File: src/rtl/bvsoc_pkg.sv
// ----------------------------------------------------------------------------
// bvsoc_pkg: shared types and constants
// Field widths, item classification and register indexes for the battery
// voltage averager with state-of-charge lookup.
// ----------------------------------------------------------------------------
`default_nettype none

package bvsoc_pkg;

  localparam int unsigned SampleW  = 23;
  localparam int unsigned IdxW     = 7;
  localparam int unsigned MvW      = 16;
  localparam int unsigned SocW     = 11;
  localparam int unsigned ShiftW   = 4;
  localparam int unsigned LeftW    = 9;
  localparam int unsigned SumW     = 32;
  localparam int unsigned CfgIdxW  = 2;
  localparam int unsigned CfgDataW = 4;

  localparam logic [ShiftW-1:0] MaxShift        = 4'd8;
  localparam logic [ShiftW-1:0] LongShiftReset  = 4'd8;
  localparam logic [ShiftW-1:0] ShortShiftReset = 4'd4;

  // Divide by 1000 as a multiply by ceil(2^33 / 1000); exact for inputs below 2^24.
  localparam int unsigned  UvPerMv    = 1000;
  localparam int unsigned  RecipShift = 33;
  localparam int unsigned  RecipW     = 24;
  localparam logic [RecipW-1:0] RecipMult =
    RecipW'((64'd1 << RecipShift) / UvPerMv + 64'd1);
  localparam int unsigned  ProdW      = SampleW + RecipW;

  localparam int unsigned SocScaleLog = 4;
  localparam int unsigned FullPercent = 100;
  localparam logic [SocW-1:0] FullSoc = SocW'(FullPercent << SocScaleLog);

  localparam logic CMD_SAMPLE      = 1'b0;
  localparam logic CMD_TABLE_WRITE = 1'b1;

  localparam int unsigned QueueDepth = 2;

  typedef enum logic [1:0] {
    OP_SAMPLE = 2'd0,
    OP_WRITE  = 2'd1,
    OP_SKIP   = 2'd2
  } op_kind_e;

  typedef enum logic [CfgIdxW-1:0] {
    REG_LONG_SHIFT  = 2'd0,
    REG_SHORT_SHIFT = 2'd1
  } cfg_reg_e;

  typedef struct packed {
    op_kind_e           kind;
    logic [SampleW-1:0] sample_uv;
    logic [IdxW-1:0]    entry_index;
    logic [MvW-1:0]     entry_mv;
  } op_t;

  typedef struct packed {
    logic [MvW-1:0]  long_avg_mv;
    logic            long_done;
    logic [MvW-1:0]  short_avg_mv;
    logic            short_done;
    logic [SocW-1:0] soc_x16;
    logic            init_seen;
  } result_t;

endpackage

`default_nettype wire

File: src/rtl/battery_voltage_average_soc_lookup.sv
// ----------------------------------------------------------------------------
// battery_voltage_average_soc_lookup: voltage averager with SOC lookup
// Long and short block averages of microvolt samples, with state of charge
// looked up from a software-written open-circuit voltage table.
// ----------------------------------------------------------------------------
// Each input word is either a voltage sample or a write of one table entry,
// and each one returns exactly one result word. A sample that completes no
// window goes from the queue head to the output register; one that
// completes a window first passes the shared divide-by-1000 multiplier, and
// a completed short window adds the table end checks and a binary search on
// the table RAM read port, one probe at a time, up to
// ceil(log2(TABLE_ENTRIES - 1)) probes (7 for 100 entries). A two-word queue
// takes new words while the back end works, and the output register holds a
// finished result while the next word is worked on. The table has no reset:
// fill every entry before the first short window completes. Register writes
// take effect at once, restart their window, and must only be issued while
// the block is idle.
// ----------------------------------------------------------------------------
`default_nettype none

module battery_voltage_average_soc_lookup import bvsoc_pkg::*; #(
  parameter int unsigned TABLE_ENTRIES = 100
) (
  input  wire logic                clk_i,
  input  wire logic                rst_ni,
  // Input channel
  input  wire logic                in_valid_i,
  output      logic                in_stall_o,
  input  wire logic                cmd_i,
  input  wire logic [SampleW-1:0]  sample_uv_i,
  input  wire logic [IdxW-1:0]     entry_index_i,
  input  wire logic [MvW-1:0]      entry_mv_i,
  // Result channel
  output      logic                out_valid_o,
  input  wire logic                out_stall_i,
  output      logic [MvW-1:0]      long_avg_mv_o,
  output      logic                long_done_o,
  output      logic [MvW-1:0]      short_avg_mv_o,
  output      logic                short_done_o,
  output      logic [SocW-1:0]     soc_x16_o,
  output      logic                init_seen_o,
  // Register write channel
  input  wire logic                cfg_valid_i,
  output      logic                cfg_ready_o,
  input  wire logic [CfgIdxW-1:0]  cfg_index_i,
  input  wire logic [CfgDataW-1:0] cfg_data_i
);

  op_t     push_op, head_op;
  logic    push, pop;
  logic    q_full, q_empty;
  result_t res;

  // Classify words and push them into the queue.
  bvsoc_front #(
    .TableEntries (TABLE_ENTRIES)
  ) u_front (
    .in_valid_i    (in_valid_i),
    .in_stall_o    (in_stall_o),
    .cmd_i         (cmd_i),
    .sample_uv_i   (sample_uv_i),
    .entry_index_i (entry_index_i),
    .entry_mv_i    (entry_mv_i),
    .q_full_i      (q_full),
    .push_o        (push),
    .op_o          (push_op)
  );

  bvsoc_queue u_queue (
    .clk_i   (clk_i),
    .rst_ni  (rst_ni),
    .push_i  (push),
    .op_i    (push_op),
    .full_o  (q_full),
    .empty_o (q_empty),
    .pop_i   (pop),
    .op_o    (head_op)
  );

  // Execute one word at a time and hold its result until taken.
  bvsoc_back #(
    .TableEntries (TABLE_ENTRIES)
  ) u_back (
    .clk_i       (clk_i),
    .rst_ni      (rst_ni),
    .op_valid_i  (~q_empty),
    .op_i        (head_op),
    .op_pop_o    (pop),
    .cfg_valid_i (cfg_valid_i),
    .cfg_index_i (cfg_index_i),
    .cfg_data_i  (cfg_data_i),
    .out_valid_o (out_valid_o),
    .out_stall_i (out_stall_i),
    .res_o       (res)
  );

  // Registers are always writable.
  assign cfg_ready_o = 1'b1;

  assign long_avg_mv_o  = res.long_avg_mv;
  assign long_done_o    = res.long_done;
  assign short_avg_mv_o = res.short_avg_mv;
  assign short_done_o   = res.short_done;
  assign soc_x16_o      = res.soc_x16;
  assign init_seen_o    = res.init_seen;

  // A stalled input means the queue holds work.
  assert property (@(posedge clk_i) disable iff (!rst_ni)
    in_stall_o |-> !q_empty)
    else $error("input stalled while work queue is empty");

  // A completed long window has always set the init flag.
  assert property (@(posedge clk_i) disable iff (!rst_ni)
    (out_valid_o && long_done_o) |-> init_seen_o)
    else $error("long window done without init flag");

  // The init flag never clears once set.
  assert property (@(posedge clk_i) disable iff (!rst_ni)
    init_seen_o |=> init_seen_o)
    else $error("init flag dropped");

endmodule

`default_nettype wire

File: src/rtl/bvsoc_ram.sv
// ----------------------------------------------------------------------------
// bvsoc_ram: generic single-write, single-read RAM
// One write port and one read port with registered read data.
// ----------------------------------------------------------------------------
`default_nettype none

module bvsoc_ram #(
  parameter int unsigned Width = 16,
  parameter int unsigned Depth = 100
) (
  input  wire logic                     clk_i,
  input  wire logic                     we_i,
  input  wire logic [$clog2(Depth)-1:0] waddr_i,
  input  wire logic [Width-1:0]         wdata_i,
  input  wire logic [$clog2(Depth)-1:0] raddr_i,
  output      logic [Width-1:0]         rdata_o
);

  logic [Width-1:0] mem_q [Depth];
  logic [Width-1:0] rdata_q;

  always_ff @(posedge clk_i) begin
    if (we_i) begin
      mem_q[waddr_i] <= wdata_i;
    end
    rdata_q <= mem_q[raddr_i];
  end

  assign rdata_o = rdata_q;

endmodule

`default_nettype wire

File: src/rtl/bvsoc_front.sv
// ----------------------------------------------------------------------------
// bvsoc_front: input acceptance and classification
// Takes words from the input channel, sorts them into sample, table write
// or ignored write, and pushes them into the work queue.
// ----------------------------------------------------------------------------
`default_nettype none

module bvsoc_front import bvsoc_pkg::*; #(
  parameter int unsigned TableEntries = 100
) (
  input  wire logic               in_valid_i,
  output      logic               in_stall_o,
  input  wire logic               cmd_i,
  input  wire logic [SampleW-1:0] sample_uv_i,
  input  wire logic [IdxW-1:0]    entry_index_i,
  input  wire logic [MvW-1:0]     entry_mv_i,
  input  wire logic               q_full_i,
  output      logic               push_o,
  output      op_t                op_o
);

  logic in_range;

  // Widen by one bit so a 128-entry table compares correctly.
  assign in_range = {1'b0, entry_index_i} < (IdxW + 1)'(TableEntries);

  always_comb begin
    op_o.sample_uv   = sample_uv_i;
    op_o.entry_index = entry_index_i;
    op_o.entry_mv    = entry_mv_i;
    if (cmd_i == CMD_TABLE_WRITE) begin
      op_o.kind = in_range ? OP_WRITE : OP_SKIP;
    end else begin
      op_o.kind = OP_SAMPLE;
    end
  end

  assign in_stall_o = q_full_i;
  assign push_o     = in_valid_i & ~q_full_i;

endmodule

`default_nettype wire

File: src/rtl/bvsoc_queue.sv
// ----------------------------------------------------------------------------
// bvsoc_queue: short work queue
// Small FIFO between the front and the back so each side stalls on its own.
// ----------------------------------------------------------------------------
`default_nettype none

module bvsoc_queue import bvsoc_pkg::*; (
  input  wire logic clk_i,
  input  wire logic rst_ni,
  input  wire logic push_i,
  input  wire op_t  op_i,
  output      logic full_o,
  output      logic empty_o,
  input  wire logic pop_i,
  output      op_t  op_o
);

  localparam int unsigned PtrW = $clog2(QueueDepth);

  op_t               slot_q [QueueDepth];
  logic [PtrW-1:0]   wptr_q, wptr_d;
  logic [PtrW-1:0]   rptr_q, rptr_d;
  logic [PtrW:0]     count_q, count_d;
  logic              do_push, do_pop;

  assign full_o  = count_q == (PtrW + 1)'(QueueDepth);
  assign empty_o = count_q == '0;
  assign do_push = push_i & ~full_o;
  assign do_pop  = pop_i & ~empty_o;
  assign op_o    = slot_q[rptr_q];

  always_comb begin
    wptr_d  = do_push ? wptr_q + 1'b1 : wptr_q;
    rptr_d  = do_pop ? rptr_q + 1'b1 : rptr_q;
    count_d = count_q;
    if (do_push && !do_pop) begin
      count_d = count_q + 1'b1;
    end else if (do_pop && !do_push) begin
      count_d = count_q - 1'b1;
    end
  end

  always_ff @(posedge clk_i or negedge rst_ni) begin
    if (!rst_ni) begin
      wptr_q  <= '0;
      rptr_q  <= '0;
      count_q <= '0;
    end else begin
      wptr_q  <= wptr_d;
      rptr_q  <= rptr_d;
      count_q <= count_d;
    end
  end

  always_ff @(posedge clk_i) begin
    if (do_push) begin
      slot_q[wptr_q] <= op_i;
    end
  end

endmodule

`default_nettype wire

File: src/rtl/bvsoc_back.sv
// ----------------------------------------------------------------------------
// bvsoc_back: averaging, division and table search
// Executes queued work: table writes, window accumulation, divide by 1000
// through a shared reciprocal multiplier, binary search of the voltage
// table, and the registered result stage.
// ----------------------------------------------------------------------------
`default_nettype none

module bvsoc_back import bvsoc_pkg::*; #(
  parameter int unsigned TableEntries = 100
) (
  input  wire logic                clk_i,
  input  wire logic                rst_ni,
  input  wire logic                op_valid_i,
  input  wire op_t                 op_i,
  output      logic                op_pop_o,
  input  wire logic                cfg_valid_i,
  input  wire logic [CfgIdxW-1:0]  cfg_index_i,
  input  wire logic [CfgDataW-1:0] cfg_data_i,
  output      logic                out_valid_o,
  input  wire logic                out_stall_i,
  output      result_t             res_o
);

  localparam int unsigned TIdxW = $clog2(TableEntries);
  localparam logic [TIdxW-1:0] LastIdx  = TIdxW'(TableEntries - 1);
  localparam logic [TIdxW-1:0] FirstMid = TIdxW'((TableEntries - 1) / 2);

  typedef enum logic [7:0] {
    S_IDLE   = 8'b0000_0001,
    S_DIVL   = 8'b0000_0010,
    S_DIVS   = 8'b0000_0100,
    S_DIVE   = 8'b0000_1000,
    S_PFIRST = 8'b0001_0000,
    S_PLAST  = 8'b0010_0000,
    S_SRCH   = 8'b0100_0000,
    S_DONE   = 8'b1000_0000
  } back_state_e;

  function automatic logic [ShiftW-1:0] eff_shift(logic [ShiftW-1:0] s);
    return (s > MaxShift) ? MaxShift : s;
  endfunction

  function automatic logic [LeftW-1:0] win_len(logic [ShiftW-1:0] s);
    return LeftW'(1) << s;
  endfunction

  back_state_e        state_q, state_d;
  logic [ShiftW-1:0]  long_shift_q, short_shift_q;
  logic [SumW-1:0]    long_sum_q, short_sum_q;
  logic [LeftW-1:0]   long_left_q, short_left_q;
  logic [MvW-1:0]     long_avg_q, short_avg_q;
  logic               long_done_q, short_done_q;
  logic [SocW-1:0]    soc_q;
  logic               init_q;
  logic               out_valid_q;
  result_t            res_q;
  logic [SampleW-1:0] long_x_q, short_x_q;
  logic [ProdW-1:0]   prod_q;
  logic [TIdxW-1:0]   lo_q, hi_q;

  logic [SumW-1:0]    long_sum_n, short_sum_n;
  logic [LeftW-1:0]   long_left_n, short_left_n;
  logic               long_wrap, short_wrap;
  logic [SampleW-1:0] mul_a;
  logic [MvW-1:0]     quot;
  logic [TIdxW:0]     sum_cur, sum_n;
  logic [TIdxW-1:0]   mid_cur, lo_n, hi_n, mid_n;
  logic               more;
  logic               avg_gt, avg_lt;
  logic               out_free;
  logic               ram_we;
  logic [TIdxW-1:0]   ram_raddr;
  logic [MvW-1:0]     ram_rdata;

  bvsoc_ram #(
    .Width (MvW),
    .Depth (TableEntries)
  ) u_table (
    .clk_i   (clk_i),
    .we_i    (ram_we),
    .waddr_i (op_i.entry_index[TIdxW-1:0]),
    .wdata_i (op_i.entry_mv),
    .raddr_i (ram_raddr),
    .rdata_o (ram_rdata)
  );

  // Window accumulation for the item at the queue head.
  assign long_sum_n   = long_sum_q + SumW'(op_i.sample_uv);
  assign short_sum_n  = short_sum_q + SumW'(op_i.sample_uv);
  assign long_left_n  = long_left_q - 1'b1;
  assign short_left_n = short_left_q - 1'b1;
  assign long_wrap    = long_left_n == '0;
  assign short_wrap   = short_left_n == '0;

  assign mul_a = (state_q == S_DIVL) ? long_x_q : short_x_q;
  assign quot  = MvW'(prod_q >> RecipShift);

  // Search step: rdata holds the entry at the current midpoint.
  assign avg_gt  = short_avg_q > ram_rdata;
  assign avg_lt  = short_avg_q < ram_rdata;
  assign sum_cur = (TIdxW + 1)'(lo_q) + (TIdxW + 1)'(hi_q);
  assign mid_cur = sum_cur[TIdxW:1];
  assign lo_n    = avg_gt ? mid_cur : lo_q;
  assign hi_n    = avg_gt ? hi_q : mid_cur;
  assign sum_n   = (TIdxW + 1)'(lo_n) + (TIdxW + 1)'(hi_n);
  assign mid_n   = sum_n[TIdxW:1];
  assign more    = ((TIdxW + 1)'(lo_n) + 1'b1) < (TIdxW + 1)'(hi_n);

  assign out_free = ~out_valid_q | ~out_stall_i;
  assign op_pop_o = (state_q == S_IDLE) & op_valid_i;
  assign ram_we   = op_pop_o & (op_i.kind == OP_WRITE);

  always_comb begin
    case (state_q)
      S_DIVE:   ram_raddr = '0;
      S_PFIRST: ram_raddr = LastIdx;
      S_PLAST:  ram_raddr = FirstMid;
      S_SRCH:   ram_raddr = mid_n;
      default:  ram_raddr = '0;
    endcase
  end

  always_comb begin
    state_d = state_q;
    case (state_q)
      S_IDLE: begin
        if (op_valid_i) begin
          if (op_i.kind == OP_SAMPLE && (long_wrap || short_wrap)) begin
            state_d = S_DIVL;
          end else begin
            state_d = S_DONE;
          end
        end
      end
      S_DIVL:   state_d = S_DIVS;
      S_DIVS:   state_d = S_DIVE;
      S_DIVE:   state_d = short_done_q ? S_PFIRST : S_DONE;
      S_PFIRST: state_d = avg_lt ? S_DONE : S_PLAST;
      S_PLAST:  state_d = avg_gt ? S_DONE : S_SRCH;
      S_SRCH:   state_d = more ? S_SRCH : S_DONE;
      S_DONE:   state_d = out_free ? S_IDLE : S_DONE;
      default:  state_d = S_IDLE;
    endcase
  end

  always_ff @(posedge clk_i or negedge rst_ni) begin
    if (!rst_ni) begin
      state_q       <= S_IDLE;
      long_shift_q  <= LongShiftReset;
      short_shift_q <= ShortShiftReset;
      long_sum_q    <= '0;
      short_sum_q   <= '0;
      long_left_q   <= win_len(LongShiftReset);
      short_left_q  <= win_len(ShortShiftReset);
      long_avg_q    <= '0;
      short_avg_q   <= '0;
      long_done_q   <= 1'b0;
      short_done_q  <= 1'b0;
      soc_q         <= '0;
      init_q        <= 1'b0;
      out_valid_q   <= 1'b0;
      res_q         <= '0;
    end else begin
      state_q <= state_d;
      if (out_valid_q && !out_stall_i && state_q != S_DONE) begin
        out_valid_q <= 1'b0;
      end
      case (state_q)
        S_IDLE: begin
          if (op_valid_i) begin
            long_done_q  <= 1'b0;
            short_done_q <= 1'b0;
            if (op_i.kind == OP_SAMPLE) begin
              // Advance both windows; restart any that completes.
              if (long_wrap) begin
                long_sum_q  <= '0;
                long_left_q <= win_len(long_shift_q);
                long_done_q <= 1'b1;
                init_q      <= 1'b1;
              end else begin
                long_sum_q  <= long_sum_n;
                long_left_q <= long_left_n;
              end
              if (short_wrap) begin
                short_sum_q  <= '0;
                short_left_q <= win_len(short_shift_q);
                short_done_q <= 1'b1;
              end else begin
                short_sum_q  <= short_sum_n;
                short_left_q <= short_left_n;
              end
            end
          end
        end
        S_DIVS: begin
          if (long_done_q) begin
            long_avg_q <= quot;
          end
        end
        S_DIVE: begin
          if (short_done_q) begin
            short_avg_q <= quot;
          end
        end
        S_PFIRST: begin
          if (avg_lt) begin
            soc_q <= '0;
          end
        end
        S_PLAST: begin
          if (avg_gt) begin
            soc_q <= FullSoc;
          end
        end
        S_SRCH: begin
          if (!more) begin
            soc_q <= SocW'(hi_n) << SocScaleLog;
          end
        end
        S_DONE: begin
          if (out_free) begin
            out_valid_q        <= 1'b1;
            res_q.long_avg_mv  <= long_avg_q;
            res_q.long_done    <= long_done_q;
            res_q.short_avg_mv <= short_avg_q;
            res_q.short_done   <= short_done_q;
            res_q.soc_x16      <= soc_q;
            res_q.init_seen    <= init_q;
          end
        end
        default: begin
        end
      endcase
      // Register writes must arrive only while idle; this block does not enforce it. A write restarts its window.
      if (cfg_valid_i) begin
        case (cfg_index_i)
          REG_LONG_SHIFT: begin
            long_shift_q <= eff_shift(cfg_data_i);
            long_sum_q   <= '0;
            long_left_q  <= win_len(eff_shift(cfg_data_i));
          end
          REG_SHORT_SHIFT: begin
            short_shift_q <= eff_shift(cfg_data_i);
            short_sum_q   <= '0;
            short_left_q  <= win_len(eff_shift(cfg_data_i));
          end
          default: begin
          end
        endcase
      end
    end
  end

  // Datapath registers without reset.
  always_ff @(posedge clk_i) begin
    if (state_q == S_IDLE && op_valid_i) begin
      long_x_q  <= SampleW'(long_sum_n >> long_shift_q);
      short_x_q <= SampleW'(short_sum_n >> short_shift_q);
    end
    if (state_q == S_DIVL || state_q == S_DIVS) begin
      prod_q <= ProdW'(mul_a) * ProdW'(RecipMult);
    end
    if (state_q == S_PLAST) begin
      lo_q <= '0;
      hi_q <= LastIdx;
    end else if (state_q == S_SRCH) begin
      lo_q <= lo_n;
      hi_q <= hi_n;
    end
  end

  assign out_valid_o = out_valid_q;
  assign res_o       = res_q;

endmodule

`default_nettype wire

File: config.mk
export PLATFORM = sky130hd
export DESIGN_NAME = battery_voltage_average_soc_lookup
export DESIGN_NICKNAME = d
export VERILOG_FILES = /design/src/rtl/bvsoc_pkg.sv /design/src/rtl/battery_voltage_average_soc_lookup.sv /design/src/rtl/bvsoc_ram.sv /design/src/rtl/bvsoc_front.sv /design/src/rtl/bvsoc_queue.sv /design/src/rtl/bvsoc_back.sv
export SDC_FILE = /design/constraint.sdc
export NUM_CORES = 2
export LEC_CHECK = 0
export BUFFER_PORTS_ARGS = -buffer_cell sky130_fd_sc_hd__buf_2
export CAP_MARGIN = 0
export CELL_PAD_IN_SITES_DETAIL_PLACEMENT = 0
export CELL_PAD_IN_SITES_GLOBAL_PLACEMENT = 1
export CORE_MARGIN = 2
export CORE_UTILIZATION = 53
export CTS_CLUSTER_SIZE = 40
export DETAILED_ROUTE_END_ITERATION = 8
export HOLD_SLACK_MARGIN = 0.02
export PLACE_DENSITY_LB_ADDON = 0.25
export SYNTH_ARGS = -nofsm -noshare
export SYNTH_HDL_FRONTEND = slang
export SYNTH_SLANG_ARGS = --single-unit
File: constraint.sdc
create_clock -name clk_i -period 9.3 [get_ports clk_i]
set_input_delay 0.465 -clock clk_i [delete_from_list [all_inputs] [get_ports clk_i]]
set_output_delay 0.465 -clock clk_i [all_outputs]
set_load 0.01 [all_outputs]
# [Word level (Yosys, flattened, before mapping)]
# Memory sizes are Yosys's and may differ from the RTL's. A register that Yosys moved wholly into a read port is not among the register bits.
# Index checks and enable logic that the tools add are counted.
[classes] n_bitwise=10 reduce_logical=26 eq_ne=16 shift=5 add_sub_neg=11 n_mul=1 magnitude_cmp=5 mux=56
[ops] operator="32-bit 2-to-1 mux" count=12
[ops] operator="9-bit 2-to-1 mux" count=12
[ops] operator="32-bit by 23-bit adder with 32-bit output" count=2
[ops] operator="8-bit case mux with 8 select lines" count=1
[ops] operator="32-bit by 4-bit >> shifter with 23-bit output" count=2
[ops] operator="8-bit 2-to-1 mux" count=7
[ops] operator="23-bit by 24-bit multiplier with 47-bit output, second input constant" count=1
[ops] operator="11-bit 2-to-1 mux" count=3
[ops] operator="11-bit case mux with 3 select lines" count=1
[ops] operator="1-bit by 4-bit << shifter with 9-bit output, first input constant" count=3
[ops] operator="23-bit 2-to-1 mux" count=1
[ops] operator="7-bit case mux with 3 select lines" count=1
[ops] operator="9-bit zero test" count=2
[ops] operator="9-bit by 1-bit subtractor with 9-bit output, second input constant" count=2
[ops] operator="7-bit by 7-bit adder with 8-bit output" count=2
[ops] operator="14-bit by 16-bit > comparator with 1-bit output" count=1
[ops] operator="14-bit by 16-bit less-than comparator with 1-bit output" count=1
[ops] operator="7-bit 2-to-1 mux" count=2
[ops] operator="2-bit AND reduction" count=6
[ops] operator="1-bit 2-to-1 mux" count=11
[ops] operator="7-bit by 1-bit adder with 8-bit output, second input constant" count=1
[ops] operator="8-bit by 1-bit == test with 1-bit output, second input constant" count=1
[ops] operator="8-bit by 2-bit == test with 1-bit output, second input constant" count=1
[ops] operator="8-bit by 3-bit == test with 1-bit output, second input constant" count=1
[ops] operator="28 further kinds" count=53
[word_totals] input_bits=58 ramBits=1696 n_memories=2 output_inout_bits=49 register_bits=294
[memory_table] memory="u_back.u_table.mem_q" depth=100 width=16 rd=1 rd_clocked_by_memory_dff=1 write_ports=1 line_no="bvsoc_ram.sv:19" text="logic [Width-1:0] mem_q [Depth];"
[memory_table] memory="u_queue.slot_q" depth=2 width=48 rd=1 rd_clocked_by_memory_dff=0 write_ports=1 line_no="bvsoc_queue.sv:20" text="op_t slot_q [QueueDepth];"

# [Depth between registers and ports, before layout]
[logic_depth] word_depth=8 mapped_depth=34

# [By module]
# A second synthesis with hierarchy kept.
[unflattened] hier_cells=5700 area_unflattened_um2=91656.7
[by_module_without_submodules] module="bvsoc_ram" area_each_um2=61833.1 instances=1 cells_per_inst=2669 seq_area_each_um2=48366.4
[by_module_without_submodules] module="bvsoc_back" area_each_um2=25720.9 instances=1 cells_per_inst=2808 seq_area_each_um2=6467.5
[by_module_without_submodules] module="bvsoc_queue" area_each_um2=3706.1 instances=1 cells_per_inst=168 seq_area_each_um2=2982.9
[by_module_without_submodules] module="bvsoc_front" area_each_um2=381.6 instances=1 cells_per_inst=52 seq_area_each_um2=0.0
[by_module_without_submodules] module="battery_voltage_average_soc_lookup" area_each_um2=15.0 instances=1 cells_per_inst=3 seq_area_each_um2=0.0

# [Worst setup path after synthesis]
# Ideal clock, no wire load.
[synth_timing] path_kind="flip-flop to flip-flop" start="reg u_back.state_q[0]" end="reg u_back.prod_q[40] (data pin)" arrival_ns=7.899 required_time_ns=9.039 path_buffers=2 path_stages_with_launch=33 setup_time_ns=0.261 setup_slack_ns=1.140 cell_sequence="dfstp_2 > or4b_2 > or2_2 > clkbuf_1 > inv_1 > clkbuf_1 > nand2_1 > nand2_1 > ha_1 > ha_1 > or2_2 > fa_1 > inv_1 > fa_1 > inv_1 > fa_1 > fa_1 > fa_1 > inv_1 > fa_1 > inv_1 > ha_1 > nand4_1 > nor2_1 > o2111a_1 > o2111a_1 > o31a_1 > o21ai_1 > a21boi_1 > a21boi_1 > nor2b_1 > nor4_1 > a311o_1"
[synth_between] elab_chain_cells=3
[synth_lines] item="from (decl)" line_no="bvsoc_back.sv:48" text="back_state_e state_q, state_d;"
[synth_lines] item="from (signal assigned)" line_no="bvsoc_back.sv:165" text="state_q <= state_d;"
[synth_lines] item="8-bit by 2-bit == test with 1-bit output" line_no="bvsoc_back.sv:96" text="assign mul_a = (state_q == S_DIVL) ? long_x_q : short_x_q;"
[synth_lines] item="23-bit 2-to-1 mux" line_no="bvsoc_back.sv:96"
[synth_lines] item="23-bit by 24-bit multiplier with 47-bit output" line_no="bvsoc_back.sv:262" text="prod_q <= ProdW'(mul_a) * ProdW'(RecipMult);"
[synth_lines] item="to (signal assigned)" line_no="bvsoc_back.sv:262"
[synth_lines] item="to (decl)" line_no="bvsoc_back.sv:59" text="logic [ProdW-1:0] prod_q;"
# Every way passes these cells.
# A chain may end at the register's enable or synchronous reset.

# [Worst setup path in the final report]
[layout_timing] start="reg u_back.state_q[7]" end="reg u_back.prod_q[40] (data pin)"
# Same word-level chain as after synthesis.

==> results by group <==
Setup path
  • Crit start category: flip-flop
  • Critical path data required time: roughly 9.8 ns
  • WP data arrival: between 9 and 10 ns
  • Largest stage delay on the critical path: between 0.6 and 0.7 ns
  • CP max stage cell: or4_1
  • CP endpoint kind: flip-flop
  • Critical path peak fanout: 22
  • Crit-path most repeated cell: fa_1
  • Worst Setup Path Type: reg2reg

Synthesis
  • Multiplexer area fraction after synthesis: under 10%
  • EDFF count, synth: 1756
  • Netlist Area Pre-Place: 93450 um^2
  • Cell variety after synth: 95
  • Top FF cell, synth: edfxtp_1
  • Largest family of logic cells by synthesized area: compound AO/OA/AOI/OAI gates
  • Post-synthesis compound-gate area fraction: 12.70%
  • Post-synthesis register bit count: 1965
  • Sequential element share of the synthesized area: 61.87%
  • Area contributors post-synth: edfxtp_1, dfrtp_1, ha_1
  • Mapped Cells: around 7400
  • Commonest cells in the netlist: edfxtp_1, nand2_1, a211oi_1
  • Xor/xnor cell area share of the yosys netlist: less than 1%
  • Area share of the largest cell type after synthesis: a little under three fifths
  • Yosys warnings: 0
  • Post-Synth Simple-Gate Area: 10.35%
  • FFs w/ async S/R, synth: 9.109%
  • Syn_area_per_cell: roughly 13 um^2
  • Yosys top cell by area: edfxtp_1
  • Area share of fa/ha/maj cells after synthesis: 7.696%
  • Count leader, synth: edfxtp_1

Detailed routing
  • DRC errors left: 0
  • Routed Antenna Nets: 0
  • DR WL/cell: 24.86 um
  • Drt first pass iters: 7
  • Vias: 60720
  • Via density: 6.078
  • Final wirelength: ~250000 um
  • Initial DRC count: between 6000 and 7000

Floorplanning
  • Die Footprint: 179700 um^2
  • Die H: 423.9 um
  • Initial Util: 53.18%
  • Die Wd: 423.9 um
  • Row Count: 154
  • Num ports: 107
  • Core area: approximately 180000 um^2

Finish
  • Share of cells above drive strength 1: 10.16%
  • Final core occ: between 50% and 60%
  • Area delta synth->final: 11.02%
  • Layout Nets: 8017
  • Layout fillers: 13890

STA
  • Final setup fails: 0
  • Fin crit period: 8.814 ns
  • RSZ-0062 raised after global routing: false
  • Sum Neg Setup Slack: 0 ns
  • Rel. slew slack: 16.63%
  • Final hold viol count: 0
  • Final period utilization: 94.77%
  • Actual slew at the worst max-slew pin: 1.248 ns
  • Fin. max-slew vios: 0
  • Setup Skew: 0.07257 ns
  • Fmax: 113.5 MHz

Global routing
  • Number of global-route vias before repair: 58550
  • GRT Residual Overflow: 0
  • First-pass GRT wire length: 370700 um
  • Largest net degree at the start of global routing: about 170
  • Gr usage total: a little over a quarter
  • Initial antenna violation count: 5

Placed design
  • GPL Wtd Cong: 0.9093
  • Dpl hpwl: around 160000 um
  • # port buffers: between 90 and 100

Clock tree
  • CTS clock-pin slew for the worst setup and hold paths: 0.06 ns
  • H-Tree Depth: 4
  • CTS Buffer Depth: 3
  • Inserted Clock Buffers: 200
  • Clock Sink Count: 1965
  • Clock latency on the worst-skew pair: 0.85 ns
  • CTS Root Cell: clkbuf_16
  • CTS tree: built

Job
  • Maxcap violations: 0

Run status
  • Status: completed

Worst hold path
  • Worst hold-check path type: in2reg
## flip-flops by register name (all words and copies together), names as in the netlist, 8 cells and up
name / cells
u_back.short_avg_q: 14
u_back.short_left_q: 9
u_back.u_table.mem_q: 1600
u_back.prod_q: 14
u_queue.slot_q: 96
u_back.short_x_q: 23
u_back.long_x_q: 23
u_back.long_avg_q: 14
u_back.long_left_q: 9
u_back.u_table.rdata_o: 16
u_back.state_q: 8
u_back.res_o: 38
u_back.long_sum_q: 32
u_back.short_sum_q: 32
## repair_timing
action	4_1_cts	5_1_grt
endpoints found under the setup margin	0	1
endpoints found under the hold margin	190	0
buffers inserted	0	0
hold buffers	53	0
gates resized for setup	0	2
## stage by stage
stage | std cells | setup slack (ns) | area [um^2] | hold slack (ns)
global placement | 9564 | 0.5475 | 96810 | 0.4561
finish | 9989 | 0.4861 | 103700 | 0.1033
floorplan | 7389 | 1.140 | 93480 | 0.1694
global route | 9988 | 0.03871 | 103700 | 0.09793
CTS | 9988 | 0.3829 | 103700 | 0.03555
detailed placement | 9564 | 0.4934 | 96810 | 0.4545
## layer usage
metal,part of all wire (%),track usage (%),routed length [um]
met3,7.8,4.190,19380
met2,45,42.08,112900
met4,2.3,7.106,5752
met1,44,40.86,110300
met5,0,0,0
## worst paths after layout
check	start	end	slack (ns)	depth (start not counted)
worst max-delay path	u_back.state_q[7]	u_back.prod_q[40]	0.49	30
worst min-delay path	out_stall_i	u_back.out_valid_o	0.10	3
worst max register to register	u_back.state_q[7]	u_back.prod_q[40]	0.49	30
worst min register to register	u_back.prod_q[44]	u_back.short_avg_q[11]	0.44	2
max in group asynchronous	rst_ni	u_queue.rptr_q	7.03	4
min in group asynchronous	rst_ni	u_back.res_o[25]	0.26	2
## worst max-delay path: cells and delay by family, from the launching register on
family	cells	cell delay (ns)
AO/OA/AOI/OAI	7	1.45
adder cells (fa/ha/maj)	9	3.72
buffers and inverters	5	0.45
flip-flops	1	0.45
AND/OR/NAND/NOR	9	2.46
## layout by cell type, fill, tap and decap left out, types with 16 or more instances in the layout
cell type / Yosys / routed
edfxtp_1: 1756 / 1756
nand2_1: 1057 / 1056
a211oi_1: 511 / 511
and2_1: 417 / 417
inv_1: 364 / 363
ha_1: 322 / 322
a311oi_1: 306 / 306
nor2_1: 302 / 296
a21oi_1: 255 / 254
clkbuf_16: 0 / 205
buf_4: 28 / 200
dfrtp_1: 174 / 173
fa_1: 158 / 158
a31oi_1: 132 / 132
o21ai_0: 129 / 129
nor3_1: 121 / 121
mux2i_1: 106 / 105
buf_2: 77 / 96
mux2_2: 107 / 91
xnor2_1: 64 / 64
a21o_1: 63 / 63
dlygate4sd3_1: 0 / 53
clkbuf_1: 353 / 51
o21bai_1: 45 / 45
a22oi_1: 44 / 44
clkinv_1: 3 / 40
nand3_1: 37 / 37
clkinv_2: 0 / 37
xor2_1: 36 / 36
o211ai_1: 31 / 31
dfxtp_1: 30 / 30
nand2b_1: 29 / 28
or3_1: 28 / 27
nand4_1: 20 / 20
nor2b_1: 17 / 17
o22ai_1: 17 / 17
o21a_1: 16 / 16
and3_1: 17 / 16
mux2_4: 0 / 16
## layout make-up
type / count / area [um^2] / share of cell area (%)
tap: 2340 / 2928 / 2.822
sequential: 1965 / 57820 / 55.73
inverter: 367 / 1378 / 1.328
clock buffer: 269 / 5500 / 5.302
antenna: 1 / 2.502 / 0.002412
clock inverter: 102 / 893.4 / 0.8611
multi-input combinational: 4580 / 32400 / 31.23
timing repair buffer: 365 / 2826 / 2.724
## cell families after synthesis
group                      after synthesis
and+or+nand+nor                       2105
other                                    2
DFF                                   1965
buffers and inverters                  844
AOI/OAI and AO/OA                     1658
muxes                                  228
adders and majority gates              480
xor gates and xnor gates               100
Power is left out: the tool's default activity adds up to more than one toggle a clock period on the data nets, which glitch-free logic cannot reach.
